## src/sru_pkg.sv

```systemverilog
// Shared types and constants for the x86 group-2 shift and rotate unit.
// Depends on nothing; every other file of the unit refers to it by scoped names.
package sru_pkg;

    // Operation codes
    localparam logic [2:0] OP_ROL = 3'd0;
    localparam logic [2:0] OP_ROR = 3'd1;
    localparam logic [2:0] OP_RCL = 3'd2;
    localparam logic [2:0] OP_RCR = 3'd3;
    localparam logic [2:0] OP_SHL = 3'd4;
    localparam logic [2:0] OP_SHR = 3'd5;
    localparam logic [2:0] OP_SAR = 3'd6;

    localparam int unsigned DATA_W  = 16;
    localparam int unsigned COUNT_W = 8;

    localparam logic [DATA_W-1:0] WORD_SIGN = 16'h8000;
    localparam logic [DATA_W-1:0] BYTE_SIGN = 16'h0080;
    localparam logic [DATA_W-1:0] WORD_MASK = 16'hFFFF;
    localparam logic [DATA_W-1:0] BYTE_MASK = 16'h00FF;

    // Request fields as captured at the input handshake
    typedef struct packed {
        logic [2:0]         operation;
        logic               wide;
        logic               count_mode;
        logic [DATA_W-1:0]  operand_value;
        logic [COUNT_W-1:0] shift_count;
        logic               carry_in;
        logic               overflow_in;
        logic               sign_in;
        logic               zero_in;
        logic               parity_in;
    } t_req;

    // Result fields presented on the output channel
    typedef struct packed {
        logic [DATA_W-1:0] result_value;
        logic              carry_out;
        logic              overflow_out;
        logic              sign_out;
        logic              zero_out;
        logic              parity_out;
    } t_result;

    // Controller to datapath commands
    typedef struct packed {
        logic load;
        logic step;
        logic finish;
    } t_cmd;

    // Datapath to controller status
    typedef struct packed {
        logic cnt_zero;
    } t_status;

endpackage

```

## src/sru_if.sv

```systemverilog
// Valid/ready channel interfaces for the shift and rotate unit.
// Depends on sru_pkg for the data width constants.
interface sru_req_if;
    logic                        valid;
    logic                        ready;
    logic [2:0]                  operation;
    logic                        wide;
    logic                        count_mode;
    logic [sru_pkg::DATA_W-1:0]  operand_value;
    logic [sru_pkg::COUNT_W-1:0] shift_count;
    logic                        carry_in;
    logic                        overflow_in;
    logic                        sign_in;
    logic                        zero_in;
    logic                        parity_in;

    modport source (
        output valid, operation, wide, count_mode, operand_value, shift_count,
               carry_in, overflow_in, sign_in, zero_in, parity_in,
        input  ready
    );
    modport sink (
        input  valid, operation, wide, count_mode, operand_value, shift_count,
               carry_in, overflow_in, sign_in, zero_in, parity_in,
        output ready
    );
endinterface

interface sru_rsp_if;
    logic                       valid;
    logic                       ready;
    logic [sru_pkg::DATA_W-1:0] result_value;
    logic                       carry_out;
    logic                       overflow_out;
    logic                       sign_out;
    logic                       zero_out;
    logic                       parity_out;

    modport source (
        output valid, result_value, carry_out, overflow_out, sign_out, zero_out,
               parity_out,
        input  ready
    );
    modport sink (
        input  valid, result_value, carry_out, overflow_out, sign_out, zero_out,
               parity_out,
        output ready
    );
endinterface

```

## src/sru_datapath.sv

```systemverilog
// Datapath of the shift and rotate unit: operand, count and flag registers
// with a one-bit-position shifter. Depends on sru_pkg.
module sru_datapath (
    input  logic             i_clk,
    input  sru_pkg::t_req    i_req,
    input  sru_pkg::t_cmd    i_cmd,
    output sru_pkg::t_status o_status,
    output sru_pkg::t_result o_result
);

    logic [sru_pkg::DATA_W-1:0]  r_val,   n_val;
    logic [sru_pkg::COUNT_W-1:0] r_cnt,   n_cnt;
    logic [2:0]                  r_op;
    logic                        r_wide;
    logic                        r_single;
    logic                        r_active;
    logic                        r_old_msb;
    logic                        r_cf, n_cf;
    logic                        r_of, n_of;
    logic                        r_sf, n_sf;
    logic                        r_zf, n_zf;
    logic                        r_pf, n_pf;

    logic [sru_pkg::DATA_W-1:0]  msb;
    logic [sru_pkg::DATA_W-1:0]  mask;
    logic [sru_pkg::DATA_W-1:0]  step_val;
    logic                        step_cf;
    logic                        top_bit;
    logic                        low_bit;
    logic                        new_msb;
    logic [sru_pkg::DATA_W-1:0]  ld_mask;
    logic                        ld_active;

    assign msb     = r_wide ? sru_pkg::WORD_SIGN : sru_pkg::BYTE_SIGN;
    assign mask    = r_wide ? sru_pkg::WORD_MASK : sru_pkg::BYTE_MASK;
    assign top_bit = |(r_val & msb);
    assign low_bit = r_val[0];
    assign new_msb = |(r_val & msb);

    assign ld_mask   = i_req.wide ? sru_pkg::WORD_MASK : sru_pkg::BYTE_MASK;
    assign ld_active = (i_req.operation <= sru_pkg::OP_SAR) &&
                       (!i_req.count_mode || (i_req.shift_count != '0));

    // One bit position of the selected operation
    always_comb begin
        step_val = r_val;
        step_cf  = r_cf;
        case (r_op)
            sru_pkg::OP_ROL: begin
                step_val = ((r_val << 1) & mask) | {{(sru_pkg::DATA_W-1){1'b0}}, top_bit};
                step_cf  = top_bit;
            end
            sru_pkg::OP_ROR: begin
                step_val = (r_val >> 1) | (low_bit ? msb : '0);
                step_cf  = low_bit;
            end
            sru_pkg::OP_RCL: begin
                step_val = ((r_val << 1) & mask) | {{(sru_pkg::DATA_W-1){1'b0}}, r_cf};
                step_cf  = top_bit;
            end
            sru_pkg::OP_RCR: begin
                step_val = (r_val >> 1) | (r_cf ? msb : '0);
                step_cf  = low_bit;
            end
            sru_pkg::OP_SHL: begin
                step_val = (r_val << 1) & mask;
                step_cf  = top_bit;
            end
            sru_pkg::OP_SHR: begin
                step_val = r_val >> 1;
                step_cf  = low_bit;
            end
            default: begin
                step_val = (r_val >> 1) | (r_val & msb);
                step_cf  = low_bit;
            end
        endcase
    end

    // Load, advance or settle the flags
    always_comb begin
        n_val = r_val;
        n_cnt = r_cnt;
        n_cf  = r_cf;
        n_of  = r_of;
        n_sf  = r_sf;
        n_zf  = r_zf;
        n_pf  = r_pf;
        if (i_cmd.load) begin
            n_val = i_req.operand_value & ld_mask;
            n_cf  = i_req.carry_in;
            n_of  = i_req.overflow_in;
            n_sf  = i_req.sign_in;
            n_zf  = i_req.zero_in;
            n_pf  = i_req.parity_in;
            if (!ld_active) begin
                n_cnt = '0;
            end else if (i_req.count_mode) begin
                n_cnt = i_req.shift_count;
            end else begin
                n_cnt = sru_pkg::COUNT_W'(1);
            end
        end else if (i_cmd.step) begin
            n_val = step_val & mask;
            n_cf  = step_cf;
            n_cnt = r_cnt - sru_pkg::COUNT_W'(1);
        end else if (i_cmd.finish && r_active) begin
            if (r_single) begin
                n_of = (r_op == sru_pkg::OP_SAR) ? 1'b0 : (r_old_msb ^ new_msb);
            end
            if (r_op >= sru_pkg::OP_SHL) begin
                n_sf = new_msb;
                n_zf = (r_val == '0);
                n_pf = ~^r_val[7:0];
            end
        end
    end

    // Hold the working registers
    always_ff @(posedge i_clk) begin
        r_val <= n_val;
        r_cnt <= n_cnt;
        r_cf  <= n_cf;
        r_of  <= n_of;
        r_sf  <= n_sf;
        r_zf  <= n_zf;
        r_pf  <= n_pf;
        if (i_cmd.load) begin
            r_op      <= i_req.operation;
            r_wide    <= i_req.wide;
            r_single  <= !i_req.count_mode;
            r_active  <= ld_active;
            r_old_msb <= i_req.wide ? i_req.operand_value[15] : i_req.operand_value[7];
        end
    end

    assign o_status.cnt_zero = (r_cnt == '0);

    assign o_result.result_value = r_val;
    assign o_result.carry_out    = r_cf;
    assign o_result.overflow_out = r_of;
    assign o_result.sign_out     = r_sf;
    assign o_result.zero_out     = r_zf;
    assign o_result.parity_out   = r_pf;

endmodule

```

## src/sru_ctrl.sv

```systemverilog
// Controller of the shift and rotate unit: takes a request, steps the
// datapath until the count runs out, then offers the result. Depends on sru_pkg.
module sru_ctrl (
    input  logic             i_clk,
    input  logic             i_rst_n,
    input  logic             i_in_valid,
    output logic             o_in_ready,
    output logic             o_out_valid,
    input  logic             i_out_ready,
    input  sru_pkg::t_status i_status,
    output sru_pkg::t_cmd    o_cmd
);

    typedef enum logic [1:0] {
        S_IDLE,
        S_RUN,
        S_DONE
    } t_state;

    t_state r_state, n_state;
    logic   r_out_valid, n_out_valid;

    assign o_in_ready  = (r_state == S_IDLE);
    assign o_out_valid = r_out_valid;

    // Commands and next state
    always_comb begin
        n_state      = r_state;
        n_out_valid  = r_out_valid;
        o_cmd.load   = 1'b0;
        o_cmd.step   = 1'b0;
        o_cmd.finish = 1'b0;
        case (r_state)
            S_IDLE: begin
                if (i_in_valid) begin
                    o_cmd.load = 1'b1;
                    n_state    = S_RUN;
                end
            end
            S_RUN: begin
                if (i_status.cnt_zero) begin
                    o_cmd.finish = 1'b1;
                    n_out_valid  = 1'b1;
                    n_state      = S_DONE;
                end else begin
                    o_cmd.step = 1'b1;
                end
            end
            S_DONE: begin
                if (i_out_ready) begin
                    n_out_valid = 1'b0;
                    n_state     = S_IDLE;
                end
            end
            default: begin
                n_out_valid = 1'b0;
                n_state     = S_IDLE;
            end
        endcase
    end

    // Hold state and the output valid
    always_ff @(posedge i_clk) begin
        if (!i_rst_n) begin
            r_state     <= S_IDLE;
            r_out_valid <= 1'b0;
        end else begin
            r_state     <= n_state;
            r_out_valid <= n_out_valid;
        end
    end

endmodule

```

## src/x86_shift_rotate_unit_top.sv

```systemverilog
// Shift and rotate unit for the 8086 group-2 instructions (ROL, ROR, RCL, RCR,
// SHL, SHR, SAR) on byte or word operands, one request at a time. The shifter
// moves the operand one bit position per cycle, once for each unit of the count
// register: the shift count, up to 255, in count mode, one for shift-by-one,
// and none for a count of zero or an undefined operation. The result waits in
// the output registers until taken, and the next request is accepted in the
// cycle after that.
// Depends on sru_pkg, sru_if, sru_ctrl and sru_datapath.
module x86_shift_rotate_unit_top (
    input  logic     i_clk,
    input  logic     i_rst_n,
    sru_req_if.sink  i_req,
    sru_rsp_if.source o_rsp
);

    sru_pkg::t_req    req;
    sru_pkg::t_cmd    cmd;
    sru_pkg::t_status status;
    sru_pkg::t_result result;
    logic             in_ready;
    logic             out_valid;

    // Gather the request fields
    assign req.operation     = i_req.operation;
    assign req.wide          = i_req.wide;
    assign req.count_mode    = i_req.count_mode;
    assign req.operand_value = i_req.operand_value;
    assign req.shift_count   = i_req.shift_count;
    assign req.carry_in      = i_req.carry_in;
    assign req.overflow_in   = i_req.overflow_in;
    assign req.sign_in       = i_req.sign_in;
    assign req.zero_in       = i_req.zero_in;
    assign req.parity_in     = i_req.parity_in;

    sru_ctrl u_ctrl (
        .i_clk       (i_clk),
        .i_rst_n     (i_rst_n),
        .i_in_valid  (i_req.valid),
        .o_in_ready  (in_ready),
        .o_out_valid (out_valid),
        .i_out_ready (o_rsp.ready),
        .i_status    (status),
        .o_cmd       (cmd)
    );

    sru_datapath u_datapath (
        .i_clk    (i_clk),
        .i_req    (req),
        .i_cmd    (cmd),
        .o_status (status),
        .o_result (result)
    );

    // Drive the channels
    assign i_req.ready        = in_ready;
    assign o_rsp.valid        = out_valid;
    assign o_rsp.result_value = result.result_value;
    assign o_rsp.carry_out    = result.carry_out;
    assign o_rsp.overflow_out = result.overflow_out;
    assign o_rsp.sign_out     = result.sign_out;
    assign o_rsp.zero_out     = result.zero_out;
    assign o_rsp.parity_out   = result.parity_out;

    // A request is never taken while a result is on offer
    a_ready_excl_valid: assert property (@(posedge i_clk) disable iff (!i_rst_n)
        !(in_ready && out_valid))
        else $error("request accepted while a result is pending");

    // Every step has count left to consume
    a_step_needs_count: assert property (@(posedge i_clk) disable iff (!i_rst_n)
        cmd.step |-> !status.cnt_zero)
        else $error("shifter stepped past the end of the count");

    // An accepted request closes the input until its result is taken
    a_accept_closes: assert property (@(posedge i_clk) disable iff (!i_rst_n)
        (i_req.valid && in_ready) |=> !in_ready)
        else $error("input stayed open after a request was accepted");

    // A finished result stays on offer until it is taken
    a_result_held: assert property (@(posedge i_clk) disable iff (!i_rst_n)
        (out_valid && !o_rsp.ready) |=> (out_valid && $stable(result)))
        else $error("result changed or dropped before it was taken");

endmodule
```

## src/flat_wrapper.sv

```systemverilog
// flat-port wrapper written by rule: the top's interface ports become plain ports
module x86_shift_rotate_unit_top_flat 
  (i_clk, i_rst_n, i_req_valid, i_req_operation, i_req_wide, i_req_count_mode, i_req_operand_value, i_req_shift_count, i_req_carry_in, i_req_overflow_in, i_req_sign_in, i_req_zero_in, i_req_parity_in, i_req_ready, o_rsp_valid, o_rsp_result_value, o_rsp_carry_out, o_rsp_overflow_out, o_rsp_sign_out, o_rsp_zero_out, o_rsp_parity_out, o_rsp_ready);
  sru_req_if i_req_i ();
  sru_rsp_if o_rsp_i ();
  input  logic i_clk;
  input  logic i_rst_n;
  input wire logic [$bits(i_req_i.valid)-1:0] i_req_valid;
  input wire logic [$bits(i_req_i.operation)-1:0] i_req_operation;
  input wire logic [$bits(i_req_i.wide)-1:0] i_req_wide;
  input wire logic [$bits(i_req_i.count_mode)-1:0] i_req_count_mode;
  input wire logic [$bits(i_req_i.operand_value)-1:0] i_req_operand_value;
  input wire logic [$bits(i_req_i.shift_count)-1:0] i_req_shift_count;
  input wire logic [$bits(i_req_i.carry_in)-1:0] i_req_carry_in;
  input wire logic [$bits(i_req_i.overflow_in)-1:0] i_req_overflow_in;
  input wire logic [$bits(i_req_i.sign_in)-1:0] i_req_sign_in;
  input wire logic [$bits(i_req_i.zero_in)-1:0] i_req_zero_in;
  input wire logic [$bits(i_req_i.parity_in)-1:0] i_req_parity_in;
  output wire logic [$bits(i_req_i.ready)-1:0] i_req_ready;
  output wire logic [$bits(o_rsp_i.valid)-1:0] o_rsp_valid;
  output wire logic [$bits(o_rsp_i.result_value)-1:0] o_rsp_result_value;
  output wire logic [$bits(o_rsp_i.carry_out)-1:0] o_rsp_carry_out;
  output wire logic [$bits(o_rsp_i.overflow_out)-1:0] o_rsp_overflow_out;
  output wire logic [$bits(o_rsp_i.sign_out)-1:0] o_rsp_sign_out;
  output wire logic [$bits(o_rsp_i.zero_out)-1:0] o_rsp_zero_out;
  output wire logic [$bits(o_rsp_i.parity_out)-1:0] o_rsp_parity_out;
  input wire logic [$bits(o_rsp_i.ready)-1:0] o_rsp_ready;
  assign i_req_i.valid = i_req_valid;
  assign i_req_i.operation = i_req_operation;
  assign i_req_i.wide = i_req_wide;
  assign i_req_i.count_mode = i_req_count_mode;
  assign i_req_i.operand_value = i_req_operand_value;
  assign i_req_i.shift_count = i_req_shift_count;
  assign i_req_i.carry_in = i_req_carry_in;
  assign i_req_i.overflow_in = i_req_overflow_in;
  assign i_req_i.sign_in = i_req_sign_in;
  assign i_req_i.zero_in = i_req_zero_in;
  assign i_req_i.parity_in = i_req_parity_in;
  assign i_req_ready = i_req_i.ready;
  assign o_rsp_valid = o_rsp_i.valid;
  assign o_rsp_result_value = o_rsp_i.result_value;
  assign o_rsp_carry_out = o_rsp_i.carry_out;
  assign o_rsp_overflow_out = o_rsp_i.overflow_out;
  assign o_rsp_sign_out = o_rsp_i.sign_out;
  assign o_rsp_zero_out = o_rsp_i.zero_out;
  assign o_rsp_parity_out = o_rsp_i.parity_out;
  assign o_rsp_i.ready = o_rsp_ready;
  x86_shift_rotate_unit_top u_core (.i_clk(i_clk), .i_rst_n(i_rst_n), .i_req(i_req_i), .o_rsp(o_rsp_i));
endmodule
```

## config.mk

```make
export PLATFORM = sky130hd
export DESIGN_NAME = x86_shift_rotate_unit_top_flat
export DESIGN_NICKNAME = d
export VERILOG_FILES = /design/src/sru_pkg.sv /design/src/sru_if.sv /design/src/sru_datapath.sv /design/src/sru_ctrl.sv /design/src/x86_shift_rotate_unit_top.sv /design/src/flat_wrapper.sv
export SDC_FILE = /design/constraint.sdc
export NUM_CORES = 1
export LEC_CHECK = 0
export ABC_AREA = 0
export BUFFER_PORTS_ARGS = -buffer_cell sky130_fd_sc_hd__clkbuf_2
export CAP_MARGIN = 10
export CORE_UTILIZATION = 56
export CTS_CLUSTER_SIZE = 24
export DETAILED_ROUTE_END_ITERATION = 12
export GPL_TIMING_DRIVEN = 1
export PLACE_DENSITY_LB_ADDON = 0.05
export SLEW_MARGIN = 0
export SYNTH_ARGS = -nofsm -noshare
export SYNTH_HDL_FRONTEND = slang
export SYNTH_SLANG_ARGS = --single-unit
```

## constraint.sdc

```tcl
create_clock -name i_clk -period 3.5 [get_ports i_clk]
set_clock_uncertainty 0.2 [all_clocks]
set_input_delay 0.35 -clock i_clk [delete_from_list [all_inputs] [get_ports i_clk]]
set_output_delay 0.35 -clock i_clk [all_outputs]
set_load 0.01 [all_outputs]
```

# Word-level counts from Yosys, hierarchy flattened

Index checks and enable logic that the tools add are counted.

Register bits: 39
Input bits: 38
Output and inout port bits: 23
Word-level logic and storage cells: 105

$add $sub $neg: 1
Magnitude comparators: 2
Equal/unequal tests: 12
Mux-type cells: 45
Bitwise logic cells: 11
Reduce and logical (&&, ||, !) cells: 20

Operator list:

| operator                                                                 | count |
|---|---|
| 16-bit two-way mux                                                       | 7 |
| 16-bit case mux with 6 select lines                                      | 1 |
| 16-bit bitwise AND                                                       | 4 |
| 15-bit by 16-bit OR with 16-bit output                                   | 3 |
| 8-bit two-way mux                                                        | 4 |
| 16-bit by 1-bit OR with 16-bit output                                    | 2 |
| 1-bit two-way mux                                                        | 27 |
| 16-bit zero test                                                         | 1 |
| 16-bit OR reduction                                                      | 1 |
| 3-bit AND reduction                                                      | 4 |
| 3-bit == test (second input constant)                                    | 3 |
| 8-bit zero test                                                          | 1 |
| 2-bit two-way mux                                                        | 4 |
| 2-bit nonzero test                                                       | 4 |
| 8-bit nonzero test                                                       | 1 |
| 8-bit XNOR reduction                                                     | 1 |
| 8-bit by 1-bit subtractor with 8-bit output (second input constant)      | 1 |
| 3-bit by 2-bit == test with 1-bit output (second input constant)         | 2 |
| 2-bit case mux with 3 select lines                                       | 1 |
| 2-bit by 1-bit inequality test with 1-bit output (second input constant) | 2 |
| 2-bit inequality test (second input constant)                            | 2 |
| 3-bit by 1-bit == test with 1-bit output (second input constant)         | 1 |
| 3-bit greater-or-equal comparator (second input constant)                | 1 |
| 3-bit less-or-equal comparator (second input constant)                   | 1 |
| 11 further kinds                                                         | 12 |

# Logic depth before layout (Yosys ltp)

Gate-level depths: netlist of the first run.

Word-level depth: 9
Gate-level depth with buffers: 6

# Modules after synthesis

Synthesis of the first run repeated with hierarchy kept, for this count alone.

Cells, all modules: 217
Area total of the unflattened synthesis: 2205.9 um2

Modules (own cells, without submodules):

| module       | times used | cells an instance | area an instance (um2) | seq. area each (um2) |
|---|---|---|---|---|
| sru_datapath | 1          | 202               | 2067.0                 | 1081.0 |
| sru_ctrl     | 1          | 15                | 138.9                  | 60.1 |

# Worst setup path before layout of the first run

No wires, ideal clock.

Kind: in2reg
From: input i_req_valid
To: register u_core.u_datapath.r_cf (enable)
Setup time: 0.361 ns
Arrival: 1.608 ns
Required time: 2.939 ns
Setup slack: 1.331 ns
Cell stages on the path: 5
Path buffers: 2
Path through: or3b_2 > buf_2 > clkinv_2 > buf_2 > or2_2

Longest elaborated chain between the ends: 3

Ends and longest elaborated chain:

| what                                | line                | RTL |
|---|---|---|
| start: declaration                  | flat_wrapper.sv:8   | `input wire logic [$bits(i_req_i.valid)-1:0] i_req_valid;` |
| 1-bit two-way mux                   | sru_ctrl.sv:35      | `if (i_in_valid) begin` |
| 1-bit two-way mux                   | sru_ctrl.sv:33      | `case (r_state)` |
| 2-bit nonzero test (no source line) | n/a                 |  |
| end signal: assignment              | sru_datapath.sv:123 | `r_cf <= n_cf;` |
| end: declaration                    | sru_datapath.sv:18  | `logic r_cf, n_cf;` |

No other way between the ends.
A chain may end at the register's enable or synchronous reset.

# Final worst setup path of the first run

From: register u_core.u_ctrl.r_state[0]
To: register u_core.u_datapath.r_cnt[1] in the netlist's numbering (enable)

Longest elaborated chain between the ends: 3
Elaborated cells on any way between the ends: 5
Those cells by class: eq/ne (1); mux (2); reduce/logical (2)

Ends and longest elaborated chain:

| what                                                                               | line                | RTL |
|---|---|---|
| start: declaration                                                                 | sru_ctrl.sv:20      | `t_state r_state, n_state;` |
| start signal: assignment                                                           | sru_ctrl.sv:68      | `r_state <= n_state;` |
| 2-bit by 1-bit == test with 1-bit output / 2-bit zero test (equally long branches) | sru_ctrl.sv:33      |  |
| 2-bit two-way mux / 1-bit two-way mux (equally long branches)                      | sru_ctrl.sv:33      |  |
| 2-bit nonzero test (no source line) (*)                                            | n/a                 |  |
| end signal: assignment                                                             | sru_datapath.sv:122 | `r_cnt <= n_cnt;` |
| end: declaration                                                                   | sru_datapath.sv:12  | `logic [sru_pkg::COUNT_W-1:0] r_cnt, n_cnt;` |

Every way passes the cells marked *; elsewhere a longest branch is shown, timed or not.

==> impl_results.md, run 1 <==
- Final hold vios: 0
- Htree depth: 2
- Layout cells sized above 1: 31.8%
- # IOs: 61
- Yosys top cell by area: edfxtp_1
- Post-CTS resize count: 0
- PD cells: 481 nW/µm²
- GPL Wtd Cong: 0.807
- CTS tree: yes
- Setup bufs post-CTS: 0
- Asr flop ratio synth: 0%
- Post-Syn Area: between 2000 and 2500 µm²
- Port Buffer Count: 60
- Post-synth EDFFs: 36
- Leak pwr: approximately 1.1 nW
- Number of nets with antenna violations after routing: 0
- Core area: 3720 µm²
- Clk buf depth: 2
- Synth area leaders: edfxtp_1 49%, mux2i_1 7.3%, o21ai_0 4.5%
- Critical path arrival: 2.18 ns
- Min cycle time layout: around 2.5 ns
- Count of hold buffers inserted by post-cts repair: 0
- DR DRC count: 0
- Max-cap viol count: 0
- Hold Slack: just under 0.05 ns
- Unrepaired setup endpoints after global routing: no
- Largest stage delay on the critical path: 0.66 ns
- Hold Path End: u_core.u_datapath.r_op[2]
- Post-route design area: 2620 µm²
- Die Ht: approximately 65 µm
- Syn Nets: 244
- Worst Setup Start Kind: register
- R2R cell count: 3
- Number of diodes: 0
- Peak fanout along the critical path: 25
- Filler cell count: 297
- Period utilization: 70.2%
- Inserted Clock Buffers: 5
- Ys Warns: 0
- Area of the die: between 4000 and 5000 µm²
- CTS sink count: 39
- Layout Cells excl Fill: just over 300
- Maximum VDD drop: 0.303 mV
- Avg Cell Area, Syn: approximately 11 µm²
- FF-to-FF End: u_core.u_datapath.r_cnt[1]
- WL per Instance: 15.2 µm
- Critical path class: reg -> reg
- Slew @ Worst Pin: 0.600 ns
- Slew Limit Fails: 0
- CP Data Required Time: 3.22 ns
- Hold depth: 1
- Register bit total from synthesis: 39
- Post-route setup TNS: 0 ns
- Reg clk slew, reported paths: approximately 0.07 ns
- Hold path startpoint: i_req_operation[2]
- Later-pin clock latency in the skew report: 0.30 ns
- Congestion Overflow GR: 0
- Outcome: complete, no violations
- Row cnt: 22
- Commonest cells post-synth: 36 x edfxtp_1, 20 x o21ai_0, 16 x mux2i_1
- Routed wire length: ~4700 µm
- HP Class: in -> reg
- Crit end category: register
- Yosys cell types: 50
- Rel. slew slack: approximately three fifths
- Largest net degree at the start of global routing: 26
- Fmax: just over 400 MHz
- Reg2Reg Setup Slack: 1.04 ns
- Critical R2R Launch: u_core.u_ctrl.r_state[0]
- Layout overhead on the synthesized area: 18.8%
- Number of global-route vias before repair: 1663
- Layout Nets: just over 300
- Total GRT Usage: roughly a quarter
- 1st-iter DRT viols: 129
- First-pass GRT wire length: 7560 µm
- Placed Instances: 301
- Post-DP Area: 2540 µm²
- Starting Density: 59.3%
- CP max stage cell: or3b_2
- Initial antenna violation count: 0
- Syn Inst Count: 200
- Routed vias/inst: between 5 and 6
- Post-synthesis sequential area ratio: a little over 50%
- First-pass DRT Iterations: 5
- Chip Width: approximately 65 µm
- Root buf cell: clkbuf_8
- CP Cell Sequence: or3b_2, clkinv_2, or2_2
- Main synth FF type: edfxtp_1
- Area share of the leading cell type in the synthesized netlist: 49.1%
- Most frequent cell after synthesis: edfxtp_1
- # setup viols final: 0
- Total number of vias: 1809
- Detailed placement HPWL: approximately 3300 µm
## layout make-up
cell class,count,area (µm²),area share [%]
clock buffer,7,76.3,2.92
clock inverter,1,5.00,0.191
tap,48,60.1,2.29
timing repair buffer,62,315,12.0
sequential,39,1140,43.6
inverter,16,61.3,2.34
multi-input combinational,136,958,36.6
## cells by family after synthesis
| kind of cell | synth area share [%] |
|---|---|
| multiplexers | 7.78 |
| AND/OR/NAND/NOR | 14.4 |
| flip-flops | 51.8 |
| adder cells (fa/ha/maj) | 3.41 |
| AO/OA/AOI/OAI | 15.6 |
| XOR/XNOR | 2.39 |
| buffers and inverters | 4.71 |
## how the worst max path moves through the flow
stage                                       endpoint  depth (start not counted)                     start  slack, ns
after detailed placement  u_core.u_datapath.r_val[6]                          4               i_req_valid       0.96
after CTS                 u_core.u_datapath.r_val[1]                          3  u_core.u_ctrl.r_state[0]       1.02
after global routing      u_core.u_datapath.r_cnt[6]                          5  u_core.u_ctrl.r_state[0]       0.93
after global placement    u_core.u_datapath.r_val[5]                          4               i_req_valid       0.99
final                     u_core.u_datapath.r_cnt[1]                          3  u_core.u_ctrl.r_state[0]       1.04
after floorplan               u_core.u_datapath.r_cf                          5               i_req_valid       1.33
## metal layers
metal  routed length [µm]  GRT usage (%)  vias to the layer above  share of wire (%)
met2                 2330           40.4                       67                 50
li1                     -              -                      874                  -
met1                 1930           28.8                      855                 41
met3                  335           7.04                       13                7.1
met5                    0              0                        -                  0
met4                  101           9.44                        0                2.1
## stage by stage
step	util, %	setup slack (ns)	power (mW)
after global placement	68.2	0.991	0.969
after floorplan	-	1.33	0.862
after detailed placement	68.2	0.957	0.974
after CTS	70.4	1.02	1.27
final	70.4	1.04	1.26
after global routing	70.4	0.932	1.33
## critical path: cells and delay by family (launching register included)
kind	cells	cell delay, ns
buf+inv	1	0.31
flops	1	0.34
simple gates	2	1.23
## power by group
part | total, mW | internal, mW | switching, mW | leakage [nW]
clock network | 0.291 | 0.140 | 0.151 | 0.0422
logic | 0.308 | 0.144 | 0.164 | 0.702
registers | 0.659 | 0.597 | 0.0627 | 0.381
total | 1.26 | 0.880 | 0.378 | 1.13
## sequential cells by signal (all words and copies together) (netlist names), 2 cells and up
signal                   cells
u_core.u_ctrl.r_state        2
u_core.u_datapath.r_op       3
u_core.u_datapath.r_cnt      8
u_core.u_datapath.r_val     16
## cell usage in the layout, fill, tap and decap left out, types with 2 or more instances in the layout
cell type,count
a21boi_0,3
a211oi_1,2
o21ai_0,20
dfxtp_1,3
nand2b_1,2
clkbuf_8,5
clkbuf_1,2
xnor2_1,3
nor2_1,11
o31ai_1,2
clkinv_2,2
or4_1,2
nand3_1,12
clkbuf_2,60
nand2_1,14
nor4b_1,2
or4_4,2
ha_1,6
inv_1,15
buf_4,2
a211o_2,2
nor3b_1,2
edfxtp_1,36
a22o_2,2
mux2i_1,16
a21oi_1,5
xor2_1,3
o21a_1,2
(Power assumes the default switching activity.)
==> run 2, diff against run 1 <==
--- a/config.mk
+++ b/config.mk
@@ -5,10 +5,10 @@
 export SDC_FILE = /design/constraint.sdc
 export NUM_CORES = 1
 export LEC_CHECK = 0
-export ABC_AREA = 0
+export ABC_AREA = 1
 export BUFFER_PORTS_ARGS = -buffer_cell sky130_fd_sc_hd__clkbuf_2
 export CAP_MARGIN = 10
-export CORE_UTILIZATION = 56
+export CORE_UTILIZATION = 53
 export CTS_CLUSTER_SIZE = 24
 export DETAILED_ROUTE_END_ITERATION = 12
 export GPL_TIMING_DRIVEN = 1
==> constraint.sdc (replaced) <==
create_clock -name i_clk -period 2.38 [get_ports i_clk]
set_clock_uncertainty 0.2 [all_clocks]
set_input_delay 0.238 -clock i_clk [delete_from_list [all_inputs] [get_ports i_clk]]
set_output_delay 0.238 -clock i_clk [all_outputs]
set_load 0.01 [all_outputs]
==> impl_results.md, run 2 <==
- Root buf cell: clkbuf_8 (unchanged)
- Register bit total from synthesis: 39 (unchanged)
- Later-pin clock latency in the skew report: 0.29 ns (was 0.30 ns)
- Slew Limit Fails: 0 (unchanged)
- Fmax: 570 MHz (was 407 MHz)
- Final core occ: 67.3% (was 70.4%)
- Clk buf depth: 2 (unchanged)
- Layout overhead on the synthesized area: 18.1% (was 18.8%)
- First-pass DRT Iterations: 4 (was 5)
- Largest Register: u_core.u_datapath.r_val (unchanged)
- Total number of vias: 2062 (was 1809)
- Commonest cells post-synth: 66 x nand2_1, 36 x edfxtp_1, 36 x nor2_1 (was 36 x edfxtp_1, 20 x o21ai_0, 16 x mux2i_1)
- Area of the die: 4730 µm² (was 4190 µm²)
- Maximum VDD drop: 0.375 mV (was 0.303 mV)
- Starting Density: 57.0% (was 59.3%)
- Commonest non-fill, non-tap cell in the layout: nand2_1 (was clkbuf_2)
- Clock power share: 20.7% (was 23.1%)
- Initial antenna violation count: 0 (unchanged)
- Comb pwr share: 30.9% (was 24.5%)
- Layout Nets: 393 (was 304)
- Most frequent cells in the layout: 66 x nand2_1, 60 x clkbuf_2, 36 x nor2_1, 36 x edfxtp_1, 34 x inv_1 (was 60 x clkbuf_2, 36 x edfxtp_1, 20 x o21ai_0)
- Htree depth: 2 (unchanged)
- Outcome: complete, no violations (unchanged)
- CP Data Required Time: 2.14 ns (was 3.22 ns)
- Max reg flops: 16 (unchanged)
- Routed vias/inst: 5.16 (was 5.85)
- Min cycle time layout: 1.76 ns (was 2.46 ns)
- Register share of total power: 48.5% (was 52.4%)
- DR DRC count: 0 (unchanged)
- M1 wire length: 2430 µm (was 1930 µm)
- Yosys top cell by area: edfxtp_1 (unchanged)
- WL per Instance: 12.3 µm (was 15.2 µm)
- Post-route setup TNS: 0 ns (unchanged)
- Post-synth EDFFs: 36 (unchanged)
- Inserted Clock Buffers: 5 (unchanged)
- Ys Warns: 0 (unchanged)
- Core area: 4140 µm² (was 3720 µm²)
- Layout cells sized above 1: 22.3% (was 31.8%)
- HP Class: in -> reg (unchanged)
- Most frequent cell after synthesis: nand2_1 (was edfxtp_1)
- Total GRT Usage: 23.4% (was 24.1%)
- Leak pwr: 1.31 nW (was 1.13 nW)
- Routed wire length: 4920 µm (was 4700 µm)
- Internal: 1.38 mW (was 0.880 mW)
- Asr flop ratio synth: 0% (unchanged)
- PD cells: 749 nW/µm² (was 481 nW/µm²)
- Synth area leaders: edfxtp_1 46%, nand2_1 10%, nor2_1 5.7% (was edfxtp_1 49%, mux2i_1 7.3%, o21ai_0 4.5%)
- Max-cap viol count: 0 (unchanged)
- Congestion Overflow GR: 0 (unchanged)
- Chip Width: 68.7 µm (was 64.7 µm)
- Met2 wire length: 2140 µm (was 2330 µm)
- Number of diodes: 0 (unchanged)
- Met3 wire length: 272 µm (was 335 µm)
- Unrepaired setup endpoints after global routing: no (unchanged)
- Number of nets with antenna violations after routing: 0 (unchanged)
- Rel. slew slack: 76.2% (was 60.0%)
- Post-DP Area: 2670 µm² (was 2540 µm²)
- Avg Cell Area, Syn: 8.26 µm² (was 11.0 µm²)
- CTS tree: yes (unchanged)
- Post-synthesis sequential area ratio: 48.3% (was 51.8%)
- # setup viols final: 0 (unchanged)
- Detailed placement HPWL: 3510 µm (was 3310 µm)
- Period utilization: 73.8% (was 70.2%)
- Critical path arrival: 1.52 ns (was 2.18 ns)
- Total power: 2.09 mW (was 1.26 mW)
- Row cnt: 23 (was 22)
- GPL Wtd Cong: 0.878 (was 0.807)
- Slew @ Worst Pin: 0.358 ns (was 0.600 ns)
- Syn Inst Count: 286 (was 200)
- Critical path class: reg -> reg (unchanged)
- Final hold vios: 0 (unchanged)
- Largest net degree at the start of global routing: 37 (was 26)
- Layout Cells excl Fill: 400 (was 309)
- Switch share: 33.7% (was 30.1%)
- First-pass GRT wire length: 7890 µm (was 7560 µm)
- Post-CTS resize count: 0 (unchanged)
- Die Ht: 68.7 µm (was 64.7 µm)
- Post-route design area: 2790 µm² (was 2620 µm²)
- Placed Instances: 388 (was 301)
- 1st-iter DRT viols: 152 (was 129)
- Post-Syn Area: 2360 µm² (was 2200 µm²)
- Crit end category: register (unchanged)
- Number of global-route vias before repair: 1784 (was 1663)
- Port Buffer Count: 60 (unchanged)
- # IOs: 61 (unchanged)
- Reg clk slew, reported paths: 0.07 ns (about the same)
- Switching power: 0.702 mW (was 0.378 mW)
- Area share of the leading cell type in the synthesized netlist: 45.8% (was 49.1%)
- Worst Setup Start Kind: register (unchanged)
- Largest regs: u_core.u_datapath.r_val (16), u_core.u_datapath.r_cnt (8), u_core.u_datapath.r_op (3) (unchanged)
- Top sig layer: met4 (unchanged)
- Yosys cell types: 31 (was 50)
- CTS sink count: 39 (unchanged)
- Main synth FF type: edfxtp_1 (unchanged)
- Syn Nets: 330 (was 244)
- Peak fanout along the critical path: 25 (unchanged)
[run 2: changes by cell type after synthesis, moves of 3 or more]
cell | before | now
clkbuf_1 | 4 | 1
nand4_1 | 0 | 9
o21ai_0 | 20 | 23
a21boi_0 | 3 | 0
a21oi_1 | 5 | 16
buf_4 | 1 | 4
nand2_1 | 14 | 66
o21ai_1 | 0 | 7
mux2i_1 | 16 | 0
nor2_1 | 11 | 36
inv_1 | 15 | 34
nand3_1 | 12 | 18
[run 2: kinds of logic (layout without fill, tap and decap cells)]
| logic type | count (synthesis) | after routing | synth area share, % |
|---|---|---|---|
| buffers and inverters | 47 | 111 | 9.01 |
| flip-flops | 39 | 39 | 48.3 |
| AO/OA/AOI/OAI | 53 | 53 | 12.3 |
| XOR/XNOR | 6 | 6 | 2.23 |
| adder cells (fa/ha/maj) | 6 | 6 | 3.18 |
| AND/OR/NAND/NOR | 135 | 135 | 24.9 |
[run 2: power by group through the flow]
stage / registers (mW) / clock network (mW) / logic, mW
floorplan: 1.04 / 0 / 0.433
CTS: 1.01 / 0.444 / 0.647
finish: 1.01 / 0.431 / 0.644
detailed placement: 1.03 / 0 / 0.641
global route: 1.03 / 0.467 / 0.737
global placement: 1.02 / 0 / 0.632
[run 2: worst max-delay path, cell delays in order, from the launching register on]
cell	delay, ns
edfxtp_1	0.35
inv_1	0.08
ha_1	0.19
nand2_1	0.10
o21ai_2	0.09
nand2_1	0.07
buf_4	0.32
[run 2: routing by layer]
| metal | GRT usage (%) | vias up |
|---|---|---|
| met5 | 0 | - |
| met4 | 8.67 | 0 |
| met3 | 5.43 | 9 |
| met2 | 37.1 | 71 |
| met1 | 30.9 | 905 |
| li1 | - | 1077 |
[run 2: layout make-up]
cell class,count,area (µm²)
multi-input cells,200,1010
well taps,50,62.6
repair buffers,66,355
flip-flops and latches,39,1140
inverters,37,141
fillers,359,1360
clock buffers,8,80.1
[run 2: per-stage QoR]
step	hold WS, ns	setup WS (ns)
2_1_floorplan	0.137	0.425
3_3_place_gp	0.232	0.652
3_5_place_dp	0.235	0.615
4_1_cts	0.0292	0.608
5_1_grt	0.0376	0.473
6_report	0.0347	0.625
[run 2: timing repair]
action,4_1_cts,5_1_grt
endpoints found under the hold margin,6,0
setup buffers,0,0
hold buffers,4,0
[run 2: final timing paths]
path,start,to,slack [ns],cells past startpoint
setup / recovery,u_core.u_datapath.r_cnt[0],u_core.u_datapath.r_val[0],0.62,6
hold / removal,i_req_zero_in,u_core.u_datapath.r_zf,0.03,3
setup reg to reg,u_core.u_datapath.r_cnt[0],u_core.u_datapath.r_val[0],0.62,6
hold reg to reg,u_core.u_ctrl.o_out_valid,u_core.u_ctrl.o_out_valid,0.26,2
==> run 3, diff against run 2 <==
--- a/config.mk
+++ b/config.mk
@@ -5,10 +5,10 @@
 export SDC_FILE = /design/constraint.sdc
 export NUM_CORES = 1
 export LEC_CHECK = 0
-export ABC_AREA = 1
+export ABC_AREA = 0
 export BUFFER_PORTS_ARGS = -buffer_cell sky130_fd_sc_hd__clkbuf_2
 export CAP_MARGIN = 10
-export CORE_UTILIZATION = 53
+export CORE_UTILIZATION = 52
 export CTS_CLUSTER_SIZE = 24
 export DETAILED_ROUTE_END_ITERATION = 12
 export GPL_TIMING_DRIVEN = 1
==> constraint.sdc (replaced) <==
create_clock -name i_clk -period 1.8 [get_ports i_clk]
set_clock_uncertainty 0.2 [all_clocks]
set_input_delay 0.18 -clock i_clk [delete_from_list [all_inputs] [get_ports i_clk]]
set_output_delay 0.18 -clock i_clk [all_outputs]
set_load 0.01 [all_outputs]
==> impl_results.md, run 3 (synthesis results as in run 1) <==
- Outcome: finished, violations left (was complete, no violations)
- Failing checks: negative setup slack
- Placed Instances: 335 (was 388)
- DR DRC count: 0 (unchanged)
- Critical path class: reg -> reg (unchanged)
- Total GRT Usage: 29.5% (was 23.4%)
- Slew Limit Fails: 0 (unchanged)
- CTS tree: yes (unchanged)
- PD cells: 880 nW/µm² (was 749 nW/µm²)
- Number of nets with antenna violations after routing: 0 (unchanged)
- CTS sink count: 39 (unchanged)
- # setup viols final: 12 (was 0)
- Slew @ Worst Pin: 0.333 ns (was 0.358 ns)
- Min cycle time layout: 1.91 ns (was 1.76 ns)
- Die Ht: 67.1 µm (was 68.7 µm)
- GPL Wtd Cong: 0.750 (was 0.878)
- HP Class: in -> reg (unchanged)
- # IOs: 61 (unchanged)
- Area of the die: 4500 µm² (was 4730 µm²)
- Later-pin clock latency in the skew report: 0.30 ns (was 0.29 ns)
- Detailed placement HPWL: 3990 µm (was 3510 µm)
- Period utilization: 106% (was 73.8%)
- Worst Setup Start Kind: register (unchanged)
- Critical path arrival: 1.75 ns (was 1.52 ns)
- Commonest non-fill, non-tap cell in the layout: clkbuf_2 (was nand2_1)
- Post-route setup TNS: -0.376 ns (was 0 ns)
- Post-route design area: 3330 µm² (was 2790 µm²)
- First-pass DRT Iterations: 4 (unchanged)
- Maximum VDD drop: 0.661 mV (was 0.375 mV)
- Pre-CTS WS: -0.160 ns (was 0.615 ns)
- Leak pwr: 1.48 nW (was 1.31 nW)
- Worst Path Buf+Inv: 0 (was 2)
- WL per Instance: 16.8 µm (was 12.3 µm)
- Crit end category: register (unchanged)
- Max reg flops: 16 (unchanged)
- Routed wire length: 6320 µm (was 4920 µm)
- Routed vias/inst: 5.50 (was 5.16)
- CP Cell Sequence: or4_4, o211a_1, a211o_2 (was inv_1, ha_1, nand2_1, o21ai_2, nand2_1, buf_4)
- Final worst slack: -0.105 ns (was 0.625 ns)
- Clk buf depth: 2 (unchanged)
- Number of global-route vias before repair: 2124 (was 1784)
- Total power: 2.93 mW (was 2.09 mW)
- Chip Width: 67.1 µm (was 68.7 µm)
- Largest Register: u_core.u_datapath.r_val (unchanged)
- Layout cells sized above 1: 43.1% (was 22.3%)
- Worst path top cell family by delay: simple AND/OR/NAND/NOR gates (was buffers and inverters)
- Final hold vios: 0 (unchanged)
- Most frequent cells in the layout: 60 x clkbuf_2, 42 x buf_4, 36 x edfxtp_1 (was 66 x nand2_1, 60 x clkbuf_2, 36 x nor2_1, 36 x edfxtp_1, 34 x inv_1)
- Congestion Overflow GR: 0 (unchanged)
- Htree depth: 2 (unchanged)
- Unrepaired setup endpoints after global routing: yes (was no)
- Root buf cell: clkbuf_8 (unchanged)
- Levels on crit path: 3 (was 6)
- R2R cell count: 3 (was 6)
- Rel. slew slack: 77.6% (was 76.2%)
- Port Buffer Count: 60 (unchanged)
- Reg clk slew, reported paths: 0.07 ns (about the same)
- First-pass GRT wire length: 9600 µm (was 7890 µm)
- Largest stage delay on the critical path: 0.57 ns (was 0.35 ns)
- Layout Cells excl Fill: 377 (was 400)
- CP max stage cell: or4_4 (was edfxtp_1)
- Hold depth: 3 (unchanged)
- Row cnt: 23 (unchanged)
- Largest net degree at the start of global routing: 18 (was 37)
- Post-DP Area: 2820 µm² (was 2670 µm²)
- Peak fanout along the critical path: 3 (was 25)
- Max-cap viol count: 0 (unchanged)
- CP Data Required Time: 1.65 ns (was 2.14 ns)
- Initial antenna violation count: 0 (unchanged)
- Starting Density: 54.7% (was 57.0%)
- Number of diodes: 0 (unchanged)
- Fmax: 525 MHz (was 570 MHz)
- Layout overhead on the synthesized area: 51.1% (was 18.1%)
- 1st-iter DRT viols: 127 (was 152)
- Core area: 4030 µm² (was 4140 µm²)
- Layout Nets: 370 (was 393)
- Total number of vias: 2073 (was 2062)
- Inserted Clock Buffers: 5 (unchanged)
- Largest regs: u_core.u_datapath.r_val (16), u_core.u_datapath.r_cnt (8), u_core.u_datapath.r_op (3) (unchanged)
==> run 3: final cells by class <==
class / count / area (µm²)
Sequential cell: 39 / 1140
Multi-Input combinational cell: 139 / 1080
Timing Repair Buffer: 125 / 866
Fill cell: 239 / 701
Inverter: 16 / 72.6
Clock buffer: 5 / 68.8
Tap cell: 50 / 62.6
Clock inverter: 3 / 38.8
==> run 3: what timing repair did <==
item | CTS | global route
resized for setup | 9 | 12
hold endpoints to repair | 22 | 0
setup buffers | 6 | 5
pin swaps | 6 | 5
gates cloned | 1 | 2
setup endpoints to repair | 33 | 47
hold buffers | 21 | 0
==> run 3: power by group <==
part	total (mW)	internal (mW)	leakage (nW)	switching, mW
sequential	1.28	1.16	0.381	0.122
combinational	0.923	0.493	1.04	0.430
clock	0.724	0.406	0.0556	0.318
==> run 3: worst paths after layout <==
| kind | from | endpoint | slack [ns] |
|---|---|---|---|
| setup / recovery | u_core.u_datapath.r_cnt[1] | u_core.u_datapath.r_cnt[5] | -0.11 |
| hold / removal | i_req_operand_value[15] | u_core.u_datapath.r_old_msb | 0.005 |
| setup reg to reg | u_core.u_datapath.r_cnt[1] | u_core.u_datapath.r_cnt[5] | -0.11 |
| hold reg to reg | u_core.u_ctrl.o_out_valid | u_core.u_ctrl.o_out_valid | 0.27 |
==> run 3: metal layers <==
metal / track usage, % / routed length (µm)
met1: 34.4 / 2530
met2: 51.0 / 3360
met3: 6.51 / 280
met4: 12.8 / 149
met5: 0 / 0
==> run 3: worst reg2reg max path: cells and delay by family (launching register included) <==
kind | cells | cell delay (ns)
flip-flops | 1 | 0.42
AND/OR/NAND/NOR | 1 | 0.57
AO/OA/AOI/OAI | 2 | 0.48
==> run 3: through the flow <==
step | utilization (%) | hold WS, ns
3_3_place_gp | 70.1 | 0.176
2_1_floorplan | - | 0.0789
6_report | 82.6 | 0.00454
3_5_place_dp | 70.1 | 0.177
4_1_cts | 80.1 | 0.00150
5_1_grt | 82.6 | 0.00393
